`config.mk`:
```
export PLATFORM = sky130hd
export DESIGN_NAME = mbc_avg_unit
export DESIGN_NICKNAME = d
export VERILOG_FILES = /design/src/mbc_pkg.sv /design/src/mbc_avg_unit.sv
export SDC_FILE = /design/constraint.sdc
export NUM_CORES = 1
export LEC_CHECK = 0
export ABC_AREA = 1
export BUFFER_PORTS_ARGS = -buffer_cell sky130_fd_sc_hd__buf_4
export CAP_MARGIN = 5
export CORE_MARGIN = 5
export CORE_UTILIZATION = 35
export DETAILED_ROUTE_END_ITERATION = 10
export PLACE_DENSITY = 0.69
export SETUP_SLACK_MARGIN = 0.3
export SLEW_MARGIN = 40
export SYNTH_ARGS = -nofsm -noshare
export SYNTH_HDL_FRONTEND = slang
export SYNTH_SLANG_ARGS = --single-unit
```
`constraint.sdc`:
```
create_clock -name vclk -period 6
set_clock_uncertainty 0.2 [all_clocks]
set_input_delay 1.2 -clock vclk [all_inputs]
set_output_delay 1.2 -clock vclk [all_outputs]
set_load 0.02 [all_outputs]
```
`src/mbc_pkg.sv`:
```
`default_nettype none

package mbc_pkg;

    localparam int MAX_FACE_SIZE = 2048;
    localparam int MAX_LEVELS    = 12;
    localparam int NUM_LOWER     = MAX_LEVELS - 1;

    localparam int SIZE_W  = $clog2(MAX_FACE_SIZE) + 1;
    localparam int CNT_W   = $clog2(MAX_FACE_SIZE);
    localparam int ADDR_W  = $clog2(MAX_FACE_SIZE);
    localparam int LVL_W   = 4;
    localparam int COORD_W = 10;
    localparam int LANE_W  = 9;
    localparam int PAIR_W  = 4 * LANE_W;
    localparam int PIX_W   = 32;

    typedef logic [PAIR_W-1:0] pair_t;
    typedef logic [PIX_W-1:0]  pix_t;

    typedef struct packed {
        logic              we;
        logic [ADDR_W-1:0] waddr;
        pair_t             wdata;
        logic              re;
        logic [ADDR_W-1:0] raddr;
    } ram_req_t;

    function automatic pair_t pix_to_lanes(input pix_t p);
        pair_t r;
        r = {1'b0, p[31:24], 1'b0, p[23:16], 1'b0, p[15:8], 1'b0, p[7:0]};
        return r;
    endfunction

endpackage

`default_nettype wire

```
`src/mbc_avg_unit.sv`:
```
`default_nettype none

module mbc_avg_unit
    import mbc_pkg::*;
(
    input  wire pair_t a,
    input  wire pair_t b,
    output pair_t      sum_pair,
    output pix_t       avg
);

    always_comb
    begin
        logic [LANE_W:0] s;
        sum_pair = '0;
        avg      = '0;
        for (int k = 0; k < 4; k++)
        begin
            s = {1'b0, a[k*LANE_W +: LANE_W]} + {1'b0, b[k*LANE_W +: LANE_W]};
            sum_pair[k*LANE_W +: LANE_W] = s[LANE_W-1:0];
            avg[k*8 +: 8] = 8'((s + 10'd2) >> 2);
        end
    end

endmodule

`default_nettype wire

```
==> run summary <==
The run finished with clean final reports. The biggest fanout along the worst timing path came out at 3. For this run the aggregate overflow at the end of global routing stands at 0. Power spread over the standard cell area amounts to 160 mW/mm^2. The clock buffers instantiated in the layout total 0. For the area of the multi-input gates, the log shows 0.00226 mm^2. 0 antenna diodes ended up in the layout. Along the worst hold path, the cell count comes to 3. Routability-driven placement finished with a final weighted congestion of 0.805.

Measured along the y axis, the die boundary spans 97.0 um. In this run the static leakage power is 2.37 nW. The relative max-transition margin is 0.841, and the number of filler instances in the final layout is 766. Across the VDD grid, the largest voltage drop is 70.9 uV. The count of nets left with antenna violations once routing finished came out at 0. Post-DP HPWL: 6.99 mm.

Measured along the x axis, the die boundary spans 97.0 um. Delay of the slowest cell on the worst path: 0.40 ns. The signal on the critical path passes through buf_4, ha_1, fa_1, or2_2, nand2_1, inv_1, ha_1, nand3_1, nor2_4, nand2_2, nor2_4, xor2_1, buf_4. The area growth from synthesis to layout is 44.4%. Mean post-synth cell area: 5.40 um^2. After detailed routing, the total wire length is 7.57 mm.

Based on the critical path, the design can be clocked at up to 219 MHz. After synthesis, the netlist uses 24 different library cells. After clock tree synthesis, the flow added hold-fix buffers numbering 0. Setup repair after global routing left no endpoint under its margin. The worst path needs 4.57 ns of the cycle, external delays included.

When the netlist entered floorplanning its net count stood at 606. For the number of setup violations in the final report, the log shows 0. The top-area cell type share of the netlist area works out to 0.237. The critical path starts at a[0]. For the number of global-route vias before repair, the log shows 3104. After clock tree synthesis, the repair step resized 0 gates. The number of hold violations in the final report is 0, and the number of DRC violations after detailed-routing iteration 0 is 85. The setup path with the least slack is of type primary input to output port. For the initial core utilization, the log shows 0.363. STA classifies the critical path endpoint as an output port. Port buffering added 140 buffers. After synthesis, the cell types taking the most area are nand2_1, ha_1, inv_1, nand3_1, xor2_1.

STA classifies the critical path startpoint as a primary input. The tools report the endpoint of the worst setup timing path as avg[5]. In the routed design, unresolved DRC markers number 0. In this run the count of I/O pins placed on the die edge is 140. At the worst endpoint, the required time is 4.60 ns. Most frequent standard cell in the layout excluding fill and tap cells: nand2_1.

The tools report the total vias in the final route as 3339. The slew at the pin closest to its max-slew limit came out at 0.239 ns. The run gives 0 as the post-CTS setup repair buffer count. STA puts the critical path data arrival time at 3.17 ns. The maximum number of pins on one net before global-route repair came out at 8.

The share of the cycle needed by the critical path after routing works out to 0.761. The share of synthesized area occupied by flip-flops and latches is 0, and the total power of the final layout is 0.610 mW. Leaving out fill and tap cells, the most frequent cells in the layout are nand2_1, buf_4, inv_1. The kind of path behind the tightest hold check is primary input to output port. The first global-routing pass estimated 13.0 mm of wire.

Dividing the detail-routed via count by the number of cells gives 4.58. The tool flagged a number of max-cap violations equal to 0. The layout cell share with drive strength beyond 1 works out to 0.281. The floorplan step defined a core boundary enclosing 0.00729 mm^2. Gate count after technology mapping: 490.

The area of the die was 0.00940 mm^2; the synthesized area was 0.00265 mm^2. The initial antenna violation count came out at 0. Number of max-slew violations in the final report: 0. The cell taking the most area after synthesis was nand2_1.

The total routing usage reported by global routing is 0.150. The post-layout net count is 748, and the summed negative setup slack over all endpoints is 0 ns. The cell type of the slowest stage on the worst timing path is fa_1. The tools report the sequential cell count of the final layout as 0.

For this run, the number of Yosys warnings is 0. The initialized floorplan defines 31 standard-cell rows. Before antenna repair, the detailed router went through 4 iterations.

Registers take 0 um^2. The average detailed-routed wire length per instance was 10.4 um.
## per-stage QoR
| step | util | instances | hold WS [ns] | cell area, um^2 | worst slack, ns |
|---|---|---|---|---|---|
| final | 0.524 | 729 | 2.51 | 3820 | 1.43 |
| after global routing | 0.524 | 729 | 2.54 | 3820 | 1.28 |
| after CTS | 0.524 | 729 | 2.51 | 3820 | 1.42 |
| after detailed placement | 0.524 | 729 | 2.51 | 3820 | 1.42 |
| after global placement | 0.524 | 729 | 2.51 | 3820 | 1.47 |
| after floorplan | - | 490 | 2.40 | 2650 | 1.48 |
## area by class of cell
type               instances  share of cell area
well taps                 99              0.0324
multi-input cells        387               0.591
repair buffers           140               0.275
inverters                103               0.101
## cells in the mapped netlist (all sizes together)
master	n
nand2	186
inv	103
nand3	59
ha	40
nor2	34
xor2	17
a21oi	15
nand4	10
xnor2	5
fa	4
nor3	4
o21ai	4
a31oi	3
nand3b	3
or2	2
o21bai	1
## cells by family (layout without fill, tap and decap cells)
group                      after synthesis  in the layout  synth area share
adders and majority gates               44             44             0.219
buffers and inverters                  103            243             0.146
AOI/OAI and AO/OA                       23             23            0.0458
xor gates and xnor gates                22             22            0.0728
and+or+nand+nor                        298            298             0.516
## critical path: cells and delay by family
family | cells | cell delay (ns)
buf+inv | 3 | 0.33
simple gates | 6 | 0.64
fa+ha+maj | 3 | 0.85
xor+xnor | 1 | 0.13
## where the power goes
part	internal [mW]	total [mW]	switching [mW]	leakage, nW
Sequential	0	0	0	0
Clock	0	0	0	0
Combinational	0.248	0.610	0.362	2.37
Total	0.248	0.610	0.362	2.37
## worst min-delay path by stage
stage                     start      endpoint
after global routing      b[27]  sum_pair[27]
final                      b[0]   sum_pair[0]
after detailed placement  b[18]  sum_pair[18]
after global placement    b[27]  sum_pair[27]
after floorplan            b[0]   sum_pair[0]
after CTS                  b[0]   sum_pair[0]
## routing by layer
layer  wire (um)  global-route usage  vias up
met2        3620               0.280       95
li1            -                   -     1815
met4          55              0.0119        0
met5           0                   0        -
met1        3480               0.189     1425
met3         410              0.0187        4
No activity file was read; power rests on OpenSTA's default activity.
